[src/mie_pkg.sv]
package mie_pkg;

    localparam logic [31:0] StartPcReset   = 32'hBFC0_0000;
    localparam logic [31:0] PcRegionMask   = 32'hF000_0000;
    localparam logic [31:0] UpperHalfMask  = 32'hFFFF_0000;
    localparam int          HalfShift      = 16;

    localparam logic [1:0] MemNone  = 2'd0;
    localparam logic [1:0] MemRead  = 2'd1;
    localparam logic [1:0] MemWrite = 2'd2;

    localparam logic [1:0] SizeByte = 2'd0;
    localparam logic [1:0] SizeHalf = 2'd1;
    localparam logic [1:0] SizeWord = 2'd2;

    localparam logic [1:0] StDone    = 2'd0;
    localparam logic [1:0] StPending = 2'd1;
    localparam logic [1:0] StUnimpl  = 2'd2;
    localparam logic [1:0] StNoLoad  = 2'd3;

    localparam logic [1:0] LkWord  = 2'd0;
    localparam logic [1:0] LkSHalf = 2'd1;
    localparam logic [1:0] LkUHalf = 2'd2;
    localparam logic [1:0] LkUByte = 2'd3;

    localparam logic [5:0] OpSpecial = 6'h00;
    localparam logic [5:0] OpRegimm  = 6'h01;
    localparam logic [5:0] OpJ       = 6'h02;
    localparam logic [5:0] OpJal     = 6'h03;
    localparam logic [5:0] OpBeq     = 6'h04;
    localparam logic [5:0] OpBne     = 6'h05;
    localparam logic [5:0] OpBlez    = 6'h06;
    localparam logic [5:0] OpAddiu   = 6'h09;
    localparam logic [5:0] OpSlti    = 6'h0A;
    localparam logic [5:0] OpSltiu   = 6'h0B;
    localparam logic [5:0] OpAndi    = 6'h0C;
    localparam logic [5:0] OpOri     = 6'h0D;
    localparam logic [5:0] OpLui     = 6'h0F;
    localparam logic [5:0] OpLh      = 6'h21;
    localparam logic [5:0] OpLw      = 6'h23;
    localparam logic [5:0] OpLbu     = 6'h24;
    localparam logic [5:0] OpLhu     = 6'h25;
    localparam logic [5:0] OpSb      = 6'h28;
    localparam logic [5:0] OpSh      = 6'h29;
    localparam logic [5:0] OpSw      = 6'h2B;

    localparam logic [5:0] FnSll   = 6'h00;
    localparam logic [5:0] FnSrl   = 6'h02;
    localparam logic [5:0] FnSra   = 6'h03;
    localparam logic [5:0] FnJr    = 6'h08;
    localparam logic [5:0] FnMfhi  = 6'h10;
    localparam logic [5:0] FnMflo  = 6'h12;
    localparam logic [5:0] FnMult  = 6'h18;
    localparam logic [5:0] FnMultu = 6'h19;
    localparam logic [5:0] FnDiv   = 6'h1A;
    localparam logic [5:0] FnAddu  = 6'h21;
    localparam logic [5:0] FnSubu  = 6'h23;
    localparam logic [5:0] FnAnd   = 6'h24;
    localparam logic [5:0] FnOr    = 6'h25;
    localparam logic [5:0] FnSlt   = 6'h2A;
    localparam logic [5:0] FnSltu  = 6'h2B;

    typedef enum logic [3:0] {
        S_CLEAR,
        S_IDLE,
        S_READ,
        S_EXEC,
        S_MUL,
        S_DIV,
        S_DIVFIX,
        S_WB,
        S_OUT
    } t_state;

endpackage

[src/mips1_integer_execute.sv]
// Channel   | Dir | Group          | Payload
// ----------+-----+----------------+------------------------------------------
// input     | in  | i_s_axis_*     | tuser: action; tdata: instr_word, load_data
// result    | out | o_m_axis_*     | tdata: next_pc..status (see port comment)
// config    | in  | APB p*         | start_pc at address 0
//
// Each item passes register file read, execute, writeback and output before
// the result transfer; the core then returns to idle to take the next one.
// MULT/MULTU add a step for each of the four 16x16 partial products; DIV
// with a nonzero divisor and no overflow runs a radix-2 loop of 32 steps.
// After reset all 32 registers of the register file are swept to zero; no transfer
// is accepted then. A stalled output holds the core; input is taken only idle.
module mips1_integer_execute
    import mie_pkg::*;
(
    input  logic         i_clk,
    input  logic         i_rst_n,
    input  logic         i_s_axis_tvalid,
    output logic         i_s_axis_tready,
    input  logic [63:0]  i_s_axis_tdata,   // [31:0] instr_word, [63:32] load_data
    input  logic         i_s_axis_tuser,   // action
    output logic         o_m_axis_tvalid,
    input  logic         o_m_axis_tready,
    // [31:0] next_pc, [33:32] mem_op, [35:34] mem_size, [67:36] mem_addr,
    // [99:68] mem_wdata, [100] wb_valid, [105:101] wb_reg, [137:106] wb_value,
    // [139:138] status, [143:140] zero
    output logic [143:0] o_m_axis_tdata,
    input  logic         psel,
    input  logic         penable,
    input  logic         pwrite,
    input  logic [1:0]   paddr,
    input  logic [31:0]  pwdata,
    output logic [31:0]  prdata,
    output logic         pready
);

    t_state r_state, n_state;

    logic [31:0] r_gpr [32];
    logic [31:0] r_rda, r_rdb;
    logic [4:0]  r_clr;

    logic [31:0] r_start_pc, r_pc, r_hi, r_lo;
    logic        r_ld_pend;
    logic [4:0]  r_ld_dest;
    logic [1:0]  r_ld_kind;

    logic        r_act;
    logic [31:0] r_ins, r_ldata;

    // result fields
    logic [31:0] r_npc, r_maddr, r_wdata, r_wbv;
    logic [1:0]  r_mop, r_msize, r_stat;
    logic        r_wbvld;
    logic [4:0]  r_wbr;

    // multiply / divide
    logic [31:0] r_ma, r_mb;
    logic        r_mneg;
    logic [63:0] r_acc;
    logic [1:0]  r_mstep;
    logic [31:0] r_quo, r_rem, r_dvs;
    logic        r_qneg, r_rneg;
    logic [5:0]  r_dcnt;

    logic        cfg_wr;
    logic        in_xfer;
    logic [4:0]  rs, rt, rd;
    logic [5:0]  opc, fn;

    assign pready  = 1'b1;
    assign prdata  = (paddr == 2'd0) ? r_start_pc : 32'd0;
    assign cfg_wr  = psel & penable & pwrite & pready & (paddr == 2'd0);
    assign i_s_axis_tready = (r_state == S_IDLE);
    assign in_xfer = i_s_axis_tvalid & i_s_axis_tready;
    assign o_m_axis_tvalid = (r_state == S_OUT);
    assign o_m_axis_tdata = {4'd0, r_stat, r_wbv, r_wbr, r_wbvld, r_wdata, r_maddr,
                             r_msize, r_mop, r_npc};

    assign opc = r_ins[31:26];
    assign fn  = r_ins[5:0];
    assign rs  = r_ins[25:21];
    assign rt  = r_ins[20:16];
    assign rd  = r_ins[15:11];

    always_ff @(posedge i_clk) begin
        if (!i_rst_n) begin
            r_state <= S_CLEAR;
        end else begin
            r_state <= n_state;
        end
    end

    logic div_done;
    assign div_done = (r_dcnt == 6'd32);

    always_comb begin
        n_state = r_state;
        unique case (r_state)
            S_CLEAR:  if (r_clr == 5'd31) n_state = S_IDLE;
            S_IDLE:   if (in_xfer) n_state = S_READ;
            S_READ:   n_state = S_EXEC;
            S_EXEC: begin
                n_state = S_WB;
                if (!r_act && !r_ld_pend && opc == OpSpecial) begin
                    if (fn == FnMult || fn == FnMultu) n_state = S_MUL;
                    else if (fn == FnDiv && r_rdb != 32'd0 &&
                             !(r_rda == 32'h8000_0000 && r_rdb == 32'hFFFF_FFFF))
                        n_state = S_DIV;
                end
            end
            S_MUL:    if (r_mstep == 2'd3) n_state = S_WB;
            S_DIV:    if (div_done) n_state = S_DIVFIX;
            S_DIVFIX: n_state = S_WB;
            S_WB:     n_state = S_OUT;
            S_OUT:    if (o_m_axis_tready) n_state = S_IDLE;
            default:  n_state = S_IDLE;
        endcase
    end

    // register file: synchronous read in S_IDLE, write in S_WB or clear sweep
    always_ff @(posedge i_clk) begin
        if (r_state == S_IDLE) begin
            r_rda <= r_gpr[i_s_axis_tdata[25:21]];
            r_rdb <= r_gpr[i_s_axis_tdata[20:16]];
        end
        if (r_state == S_CLEAR) begin
            r_gpr[r_clr] <= 32'd0;
        end else if (r_state == S_WB && r_wbvld) begin
            r_gpr[r_wbr] <= r_wbv;
        end
    end

    always_ff @(posedge i_clk) begin
        if (!i_rst_n) r_clr <= 5'd0;
        else if (r_state == S_CLEAR) r_clr <= r_clr + 5'd1;
    end

    // execute datapath
    logic [31:0] a, b, simm, zimm, pc4, btgt, jtgt, eaddr;
    assign a    = (rs == 5'd0) ? 32'd0 : r_rda;
    assign b    = (rt == 5'd0) ? 32'd0 : r_rdb;
    assign zimm = {16'd0, r_ins[15:0]};
    assign simm = {{16{r_ins[15]}}, r_ins[15:0]};
    assign pc4  = r_pc + 32'd4;
    assign btgt = pc4 + {simm[29:0], 2'b00};
    assign jtgt = (pc4 & PcRegionMask) | {4'd0, r_ins[25:0], 2'b00};
    assign eaddr = a + simm;

    logic        x_ok, x_wb;
    logic [4:0]  x_wbr;
    logic [31:0] x_wbv, x_npc;
    always_comb begin
        x_ok  = 1'b1;
        x_wb  = 1'b0;
        x_wbr = rd;
        x_wbv = 32'd0;
        x_npc = pc4;
        unique case (opc)
            OpSpecial: begin
                case (fn)
                    FnSll:  begin x_wb = 1'b1; x_wbv = b << r_ins[10:6]; end
                    FnSrl:  begin x_wb = 1'b1; x_wbv = b >> r_ins[10:6]; end
                    FnSra:  begin x_wb = 1'b1; x_wbv = $unsigned($signed(b) >>> r_ins[10:6]); end
                    FnJr:   x_npc = a;
                    FnMfhi: begin x_wb = 1'b1; x_wbv = r_hi; end
                    FnMflo: begin x_wb = 1'b1; x_wbv = r_lo; end
                    FnMult, FnMultu, FnDiv: ;
                    FnAddu: begin x_wb = 1'b1; x_wbv = a + b; end
                    FnSubu: begin x_wb = 1'b1; x_wbv = a - b; end
                    FnAnd:  begin x_wb = 1'b1; x_wbv = a & b; end
                    FnOr:   begin x_wb = 1'b1; x_wbv = a | b; end
                    FnSlt:  begin x_wb = 1'b1; x_wbv = {31'd0, $signed(a) < $signed(b)}; end
                    FnSltu: begin x_wb = 1'b1; x_wbv = {31'd0, a < b}; end
                    default: x_ok = 1'b0;
                endcase
            end
            OpRegimm: begin
                if (rt == 5'd1) begin
                    if (!a[31]) x_npc = btgt;
                end else x_ok = 1'b0;
            end
            OpJ:    x_npc = jtgt;
            OpJal:  begin x_wb = 1'b1; x_wbr = 5'd31; x_wbv = r_pc + 32'd8; x_npc = jtgt; end
            OpBeq:  if (a == b) x_npc = btgt;
            OpBne:  if (a != b) x_npc = btgt;
            OpBlez: if (a == 32'd0 || a[31]) x_npc = btgt;
            OpAddiu: begin x_wb = 1'b1; x_wbr = rt; x_wbv = a + simm; end
            OpSlti:  begin x_wb = 1'b1; x_wbr = rt; x_wbv = {31'd0, $signed(a) < $signed(simm)}; end
            OpSltiu: begin x_wb = 1'b1; x_wbr = rt; x_wbv = {31'd0, a < simm}; end
            OpAndi:  begin x_wb = 1'b1; x_wbr = rt; x_wbv = a & zimm; end
            OpOri:   begin x_wb = 1'b1; x_wbr = rt; x_wbv = a | zimm; end
            OpLui:   begin x_wb = 1'b1; x_wbr = rt;
                           x_wbv = (zimm << HalfShift) & UpperHalfMask; end
            OpLh, OpLw, OpLbu, OpLhu, OpSb, OpSh, OpSw: ;
            default: x_ok = 1'b0;
        endcase
    end

    logic [31:0] ld_ext;
    always_comb begin
        case (r_ld_kind)
            LkWord:  ld_ext = r_ldata;
            LkSHalf: ld_ext = {{16{r_ldata[15]}}, r_ldata[15:0]};
            LkUHalf: ld_ext = {16'd0, r_ldata[15:0]};
            default: ld_ext = {24'd0, r_ldata[7:0]};
        endcase
    end

    // multiply: 4 partial products of 16x16 on magnitudes
    logic [31:0] pp;
    logic [15:0] pa, pb;
    logic [5:0]  pp_amt;
    logic [63:0] pp_sh, prod;
    assign pa = r_mstep[0] ? r_ma[31:16] : r_ma[15:0];
    assign pb = r_mstep[1] ? r_mb[31:16] : r_mb[15:0];
    assign pp = pa * pb;
    assign pp_amt = ({5'd0, r_mstep[0]} + {5'd0, r_mstep[1]}) << 4;
    assign pp_sh = {32'd0, pp} << pp_amt;
    assign prod = r_mneg ? (~(r_acc + pp_sh) + 64'd1) : (r_acc + pp_sh);

    // restoring divide on magnitudes
    logic [32:0] dtrial;
    assign dtrial = {r_rem, r_quo[31]} - {1'b0, r_dvs};

    logic [31:0] amag, bmag;
    assign amag = a[31] ? (~a + 32'd1) : a;
    assign bmag = b[31] ? (~b + 32'd1) : b;

    always_ff @(posedge i_clk) begin
        if (!i_rst_n) begin
            r_start_pc <= StartPcReset;
            r_pc       <= StartPcReset;
            r_hi       <= 32'd0;
            r_lo       <= 32'd0;
            r_ld_pend  <= 1'b0;
            r_ld_dest  <= 5'd0;
            r_ld_kind  <= LkWord;
        end else begin
            if (cfg_wr) begin
                r_start_pc <= pwdata;
                r_pc       <= pwdata;
            end
            if (r_state == S_EXEC) begin
                if (r_act) begin
                    if (r_ld_pend) r_ld_pend <= 1'b0;
                end else if (!r_ld_pend) begin
                    r_pc <= x_ok ? x_npc : r_pc;
                    if (opc == OpLh || opc == OpLw || opc == OpLbu || opc == OpLhu) begin
                        r_ld_pend <= 1'b1;
                        r_ld_dest <= rt;
                        r_ld_kind <= (opc == OpLw) ? LkWord : (opc == OpLh) ? LkSHalf :
                                     (opc == OpLhu) ? LkUHalf : LkUByte;
                    end
                    if (opc == OpSpecial && fn == FnDiv) begin
                        if (b == 32'd0) begin
                            r_lo <= a[31] ? 32'd1 : 32'hFFFF_FFFF;
                            r_hi <= a;
                        end else if (a == 32'h8000_0000 && b == 32'hFFFF_FFFF) begin
                            r_lo <= 32'h8000_0000;
                            r_hi <= 32'd0;
                        end
                    end
                end
            end
            if (r_state == S_MUL && r_mstep == 2'd3) begin
                r_hi <= prod[63:32];
                r_lo <= prod[31:0];
            end
            if (r_state == S_DIVFIX) begin
                r_lo <= r_qneg ? (~r_quo + 32'd1) : r_quo;
                r_hi <= r_rneg ? (~r_rem + 32'd1) : r_rem;
            end
        end
    end

    always_ff @(posedge i_clk) begin
        if (in_xfer) begin
            r_act   <= i_s_axis_tuser;
            r_ins   <= i_s_axis_tdata[31:0];
            r_ldata <= i_s_axis_tdata[63:32];
        end
        unique case (r_state)
            S_EXEC: begin
                r_mop   <= MemNone;
                r_msize <= SizeByte;
                r_maddr <= 32'd0;
                r_wdata <= 32'd0;
                r_wbvld <= 1'b0;
                r_wbr   <= 5'd0;
                r_wbv   <= 32'd0;
                r_stat  <= StDone;
                r_acc   <= 64'd0;
                r_mstep <= 2'd0;
                r_dcnt  <= 6'd0;
                r_ma    <= (fn == FnMult) ? amag : a;
                r_mb    <= (fn == FnMult) ? bmag : b;
                r_mneg  <= (fn == FnMult) & (a[31] ^ b[31]);
                r_quo   <= amag;
                r_rem   <= 32'd0;
                r_dvs   <= bmag;
                r_qneg  <= a[31] ^ b[31];
                r_rneg  <= a[31];
                if (r_act) begin
                    if (!r_ld_pend) r_stat <= StNoLoad;
                    else if (r_ld_dest != 5'd0) begin
                        r_wbvld <= 1'b1;
                        r_wbr   <= r_ld_dest;
                        r_wbv   <= ld_ext;
                    end
                end else if (r_ld_pend) begin
                    r_stat <= StPending;
                end else if (!x_ok) begin
                    r_stat <= StUnimpl;
                end else begin
                    if (x_wb && x_wbr != 5'd0) begin
                        r_wbvld <= 1'b1;
                        r_wbr   <= x_wbr;
                        r_wbv   <= x_wbv;
                    end
                    case (opc)
                        OpLh, OpLw, OpLbu, OpLhu: begin
                            r_mop   <= MemRead;
                            r_msize <= (opc == OpLw) ? SizeWord :
                                       (opc == OpLbu) ? SizeByte : SizeHalf;
                            r_maddr <= eaddr;
                            r_stat  <= StPending;
                        end
                        OpSb: begin r_mop <= MemWrite; r_msize <= SizeByte;
                                    r_maddr <= eaddr; r_wdata <= {24'd0, b[7:0]}; end
                        OpSh: begin r_mop <= MemWrite; r_msize <= SizeHalf;
                                    r_maddr <= eaddr; r_wdata <= {16'd0, b[15:0]}; end
                        OpSw: begin r_mop <= MemWrite; r_msize <= SizeWord;
                                    r_maddr <= eaddr; r_wdata <= b; end
                        default: ;
                    endcase
                end
            end
            S_MUL: begin
                r_acc   <= r_acc + pp_sh;
                r_mstep <= r_mstep + 2'd1;
            end
            S_DIV: begin
                if (!div_done) begin
                    r_dcnt <= r_dcnt + 6'd1;
                    if (!dtrial[32]) begin
                        r_rem <= dtrial[31:0];
                        r_quo <= {r_quo[30:0], 1'b1};
                    end else begin
                        r_rem <= {r_rem[30:0], r_quo[31]};
                        r_quo <= {r_quo[30:0], 1'b0};
                    end
                end
            end
            S_WB: r_npc <= r_pc;
            default: ;
        endcase
    end

    // a pending result with a memory request is always a read, with the load marked pending
    assert property (@(posedge i_clk) disable iff (!i_rst_n)
        o_m_axis_tvalid && o_m_axis_tdata[139:138] == StPending && o_m_axis_tdata[33:32] != MemNone
        |-> o_m_axis_tdata[33:32] == MemRead && r_ld_pend)
        else $error("load request without pending load");

    // r0 is never reported as written
    assert property (@(posedge i_clk) disable iff (!i_rst_n)
        o_m_axis_tvalid && o_m_axis_tdata[100] |-> o_m_axis_tdata[105:101] != 5'd0)
        else $error("write to r0 reported");

    // the result stays put while stalled
    assert property (@(posedge i_clk) disable iff (!i_rst_n)
        o_m_axis_tvalid && !o_m_axis_tready |=> o_m_axis_tvalid && $stable(o_m_axis_tdata))
        else $error("result changed while stalled");

    // input is never taken while a result is outstanding
    assert property (@(posedge i_clk) disable iff (!i_rst_n)
        o_m_axis_tvalid |-> !i_s_axis_tready)
        else $error("input accepted with result pending");

endmodule
[config.mk]
export PLATFORM = sky130hd
export DESIGN_NAME = mips1_integer_execute
export DESIGN_NICKNAME = d
export VERILOG_FILES = /design/src/mie_pkg.sv /design/src/mips1_integer_execute.sv
export SDC_FILE = /design/constraint.sdc
export NUM_CORES = 2
export LEC_CHECK = 0
export BUFFER_PORTS_ARGS = -buffer_cell sky130_fd_sc_hd__buf_2
export CORE_ASPECT_RATIO = 2
export CORE_MARGIN = 3
export CORE_UTILIZATION = 45
export CTS_CLUSTER_SIZE = 16
export DETAILED_ROUTE_END_ITERATION = 8
export PLACE_DENSITY = 0.6
export SKIP_CTS_REPAIR_TIMING = 1
export SLEW_MARGIN = 20
export SYNTH_ARGS = -nofsm -noshare
export SYNTH_HDL_FRONTEND = slang
export SYNTH_SLANG_ARGS = --single-unit
export TNS_END_PERCENT = 5
[constraint.sdc]
create_clock -name i_clk -period 11.2 [get_ports i_clk]
set_input_delay 1.68 -clock i_clk [delete_from_list [all_inputs] [get_ports i_clk]]
set_output_delay 1.68 -clock i_clk [all_outputs]
set_load 0.01 [all_outputs]
## Yosys cells after proc, flatten, opt, wreduce, memory -nomap -nowiden

Memory sizes are Yosys's and may differ from the RTL's. A register that Yosys moved wholly into a read port is not among the register bits.
Index checks and enable logic that the tools add are counted.

- $add $sub $neg: 17
- Multipliers: 1
- $lt $le $gt $ge: 4
- Eq/ne operators: 62
- Shifts and indexed selects: 4
- Mux-type cells: 111
- Bitwise logic cells: 20
- Reductions and logical operators: 51

Operators by type and width:

| cell | count |
|---|---|
| 32-bit two-way mux | 47 |
| 32-bit case mux with 11 select lines | 1 |
| 32-bit case mux with 8 select lines | 1 |
| 32-bit case mux with 3 select lines | 2 |
| 32-bit case mux with 6 select lines | 1 |
| 32-bit by 1-bit adder with 32-bit output (second input constant) | 4 |
| 32-bit equality test (second input constant) | 4 |
| 32-bit NOT | 4 |
| 32-bit case mux with 2 select lines | 2 |
| 64-bit case mux with 2 select lines | 1 |
| 32-bit adder | 3 |
| 32-bit less-than comparator | 3 |
| 6-bit equality test (second input constant) | 14 |
| 64-bit by 1-bit adder with 64-bit output (second input constant) | 1 |
| 64-bit adder | 1 |
| 32-bit logical NOT | 2 |
| 64-bit two-way mux | 1 |
| 64-bit NOT | 1 |
| 32-bit by 6-bit left shift with 64-bit output | 1 |
| 6-bit by 4-bit equality test with 1-bit output (second input constant) | 7 |
| 4-bit case mux with 9 select lines | 1 |
| 5-bit two-way mux | 7 |
| 33-bit by 32-bit subtractor with 33-bit output | 1 |
| 32-bit by 3-bit adder with 32-bit output (second input constant) | 1 |
| other kinds (72) | 159 |

- Bits in registers: 585
- RAM bits: 1024
- Input port bits: 106
- Output and inout port bits: 179
- Word-level logic and storage cells: 303
- Memories: 1

Memory list:

| memory | words | bits a word | rd ports | clocked after Yosys merged registers in | write ports | line | RTL |
|---|---|---|---|---|---|---|---|
| r_gpr | 32 | 32 | 2 | 2 | 1 | mips1_integer_execute.sv:39 | `logic [31:0] r_gpr [32];` |

## Depth between registers and ports, before layout

- Depth in word-level cells: 12
- Gate-level depth with buffers: 45
- Mapped depth without buffers: 40

## Worst setup path before layout

No wires, ideal clock.

- Path type: reg2reg
- From: register r_mstep[0]
- To: register r_hi[20]
- Library setup time: 103 ps
- Data arrival time: 10792 ps
- Data required time: 11097 ps
- Slack: 305 ps
- Cell stages (with the launch flop): 43
- Path buffers: 5
- Clock period less this slack: 10895 ps
- Path through: edfxtp_1 > clkbuf_1 > buf_1 > clkbuf_1 > mux2i_1 > nor2_1 > fa_1 > inv_1 > fa_1 > fa_1 > inv_1 > fa_1 > fa_1 > inv_1 > fa_1 > inv_1 > ha_1 > clkbuf_1 > (+7 left out) > a21oi_1 > xor2_1 > mux2_2 > nor2_1 > ha_1 > clkbuf_1 > nand2_1 > nor4_1 > o21a_1 > nor2_1 > xor2_1 > nand4b_1 > nor4_4 > nand4_1 > o31ai_1 > xor2_1 > a221oi_1 > a2111oi_2

- Cells in the longest elaborated chain, start to end: 9
- Elaborated cells between the ends (all ways): 18
- Those cells by class: add/sub (3); mul (1); eq/ne (3); shift (1); mux (4); bitwise (1); reduce/logical (5)

Ends and longest elaborated chain:

| item | line | RTL |
|---|---|---|
| start, declared | mips1_integer_execute.sv:61 | `logic [1:0] r_mstep;` |
| start signal, assigned | mips1_integer_execute.sv:341 | `r_mstep <= r_mstep + 2'd1;` |
| 16-bit two-way mux | mips1_integer_execute.sv:215 | `assign pa = r_mstep[0] ? r_ma[31:16] : r_ma[15:0];` |
| 16-bit by 16-bit multiplier with 32-bit output | mips1_integer_execute.sv:217 | `assign pp = pa * pb;` |
| 32-bit by 6-bit left shift with 64-bit output | mips1_integer_execute.sv:219 | `assign pp_sh = {32'd0, pp} << pp_amt;` |
| 64-bit adder | mips1_integer_execute.sv:220 | `assign prod = r_mneg ? (~(r_acc + pp_sh) + 64'd1) : (r_acc + pp_sh);` |
| 64-bit NOT | mips1_integer_execute.sv:220 |  |
| 64-bit by 1-bit adder with 64-bit output | mips1_integer_execute.sv:220 |  |
| 64-bit two-way mux | mips1_integer_execute.sv:220 |  |
| 32-bit two-way mux | mips1_integer_execute.sv:266 | `if (r_state == S_MUL && r_mstep == 2'd3) begin` |
| 32-bit two-way mux | mips1_integer_execute.sv:270 | `if (r_state == S_DIVFIX) begin` |
| end signal, assigned | mips1_integer_execute.sv:267 | `r_hi <= prod[63:32];` |
| end signal, assigned | mips1_integer_execute.sv:272 | `r_hi <= r_rneg ? (~r_rem + 32'd1) : r_rem;` |
| end, declared | mips1_integer_execute.sv:43 | `logic [31:0] r_start_pc, r_pc, r_hi, r_lo;` |

Several ways; a longest one is shown, not always the timed one.
A chain may end at the register's enable or synchronous reset.

## Worst setup path after layout

- From: register r_mstep[0]
- To: register r_hi[31]

Same word-level chain as after synthesis.

==> results.yml <==
synth:
  yosys.cell_count.top_type: "edfxtp_1"
  synth_ff_type: "edfxtp_1"
  async_flop_share_pct: 0
  yosysWarnings: 0
  yosys-top-cells-count: "edfxtp_1 (1527), nor2_1 (813), nand2_1 (788)"
  synthesis.instances: 9099
  seq_area_frac_synth_pct: 45.6
  synth-edff-count: 1527
  synth-seq-cells: 1672
  synth_area_leader_cell: "edfxtp_1"
  synth_top_family_by_area: "multiplexers"
  synth.area.top_cells: "edfxtp_1 (43%), mux4_2 (14%), ha_1 (4.9%), fa_1 (3.7%), nor2_1 (2.9%)"
  synth_cell_types: 101
  synth_compound_area_share_pct: 11.8
  synth-adder-area-share_pct: 8.61
  synthMuxAreaShare_pct: 16.2
  yosys.area.top_type_share_pct: 42.9
  syn_area_per_cell_sq_um: 11.8
  synth_xor_xnor_area_share_pct: 3.63
  yosys.area_share.simple_pct: 10.5
  netlist_area_sq_mm: 0.107
worst_setup_path:
  cpPeakStageDelay_ns: 0.68
  end_kind: "flop"
  critical_path_class: "reg -> reg"
  worstSetupStartpointType: "flop"
  path_max_fanout: 10
  r2r_slack_ns: 0.19
  crit_slowest_cell: "fa_1"
  cp.required_ns: 11.91
  crit_top_cell: "buf_4"
  worstPathArrival_ns: 11.71
finish:
  layout-drive-gt1-share_pct: 23.4
  fin_cells: 13000
  final_nets: 10500
  largest_reg_flops: 1024
  regMostFlops: "r_gpr"
  area_delta_synth_final_pct: 14.6
  finalCoreUtilization_pct: 52.0
  reg_top3: "r_gpr x1024, r_acc x64"
floorplan:
  core_area_sq_mm: 0.236
  rows: 252
  die_area_sq_mm: 0.244
  fp.dieW_um: 351
  die_y_um: 695
  io_pins: 285
  start_util_pct: 45.3
global_route:
  grt_pass1_vias: 87000
  antenna_found_initial: 62
  grt_pass1_wl_mm: 724
  grt_overflow: 0
  grt_util_all_layers_pct: 43.8
  grt_max_degree: 145
power_and_ir_drop:
  combPwrFrac_pct: 68.1
  p_int_mw: 21.4
  cellPowerDensity_mw_per_mm2: 337
  clockPowerShare_pct: 13.6
  ir_drop_v: 0.000593
  net-switching-power_mw: 19.9
  switching_share_pct: 48.1
  seqPwrFrac_pct: 18.3
  p_leak_nw: 43.3
drt:
  num_vias: 86800
  firstDrtPassIters: 8
  ant_nets: 0
  via_per_inst: 6.68
  routed_wl_mm: 533
  route.detailed.drc: 0
  avgRoutedWirePerCell_um: 41.0
  drt-initial-drc-count: 10100
timing:
  rsz0062_at_grt: "true"
  final.setup.tns_ns: 0
  fin_ws_ns: 0.193
  setup_viol: 0
  max_slew_margin_pct: 6.27
  period_minus_slack_ns: 11.01
  slew_viol_final: 0
  hold_violations: 0
  fmax_ghz: 0.0909
  clock_skew_ns: 0.0767
  hold_ws_ns: 0.453
  worst_slew_pin_slew_ns: 1.40
  fin_crit_sh_pct: 98.3
placement:
  gp_congestion: 1.14
  numPortBuffers: 279
  dp.cells: 12600
  detailedPlace.worstSlack_ns: -0.563
  dp.final_hpwl_mm: 397
cts:
  clkSinkCount: 1672
  clkLatencyLatePin_ns: 0.89
  cts_tree: "built"
  root_buffer: "clkbuf_16"
  cts_buffers: 164
  cts_buffer_depth: 4
  htreeDepth: 4
  clk_pin_slew_ns: 0.07
min_path:
  min_path_type: "reg -> reg"
job:
  cap_violations: 0
status:
  outcome: "completed"
[metrics by stage]
stage | cell area (sq um) | power [mW]
2_1_floorplan | 107000 | 18.7
3_3_place_gp | 116000 | 33.8
3_5_place_dp | 116000 | 33.8
4_1_cts | 121000 | 39.5
5_1_grt | 122000 | 42.7
6_report | 123000 | 41.3
[critical path: cells and delay by family (launching register included)]
family          cells  cell delay, ns
fa+ha+maj           8            3.86
compound gates     11            2.35
buf+inv            12            1.84
simple gates       10            1.45
mux                 2            0.55
flops               1            0.41
xor+xnor            2            0.40
[routing by layer]
metal / global-route usage (%) / wire, um / vias up
met1: 42.3 / 160000 / 43800
met5: 0.121 / 163 / -
met2: 71.6 / 259000 / 5174
met4: 48.4 / 73200 / 24
li1: - / - / 35800
met3: 11.7 / 41500 / 1958
[final timing paths]
kind,endpoint,cells past startpoint,startpoint
max,r_hi[31]$_SDFFE_PN0P_,45,r_mstep[0]$_SDFFCE_PP0P_
min,r_start_pc[18]$_SDFFE_PN0P_,2,r_start_pc[18]$_SDFFE_PN0P_
max reg2reg,r_hi[31]$_SDFFE_PN0P_,45,r_mstep[0]$_SDFFCE_PP0P_
min reg2reg,r_start_pc[18]$_SDFFE_PN0P_,2,r_start_pc[18]$_SDFFE_PN0P_
[cells in the final DEF (no fill, tap or decap), drive strengths merged, types with 114 or more instances in the layout]
master and count:
dfxtp 145, ha 416, mux4 652, nor2 813
nand3 153, inv 467, o21ai 458, edfxtp 1527
mux2i 114, xor2 181, xnor2 259, clkbuf 201
fa 200, a21oi 566, mux2 130, buf 1038
nor3 154, nand2 788, o211ai 127
[cells by family after synthesis]
logic type,count (synthesis)
flops,1672
simple gates,2469
mux,896
other cells,2
fa+ha+maj,616
buf+inv,1031
xor+xnor,441
compound gates,1972
[layout make-up]
cell class / instances / area (sq um)
fill: 20800 / 113000
multi-input combinational: 6399 / 55400
sequential: 1672 / 48800
timing repair buffer: 1039 / 7470
clock buffer: 200 / 4330
tap: 3048 / 3810
inverter: 459 / 1730
clock inverter: 85 / 808
antenna: 99 / 248
[power groups by stage]
stage               combinational, mW  sequential [mW]  clock, mW
global placement                 26.2             7.64          0
CTS                              26.3             7.53       5.64
finish                           28.1             7.55       5.60
global route                     29.3             7.56       5.85
detailed placement               26.1             7.66          0
floorplan                        11.2             7.46          0
No activity file was read; power rests on OpenSTA's default activity.
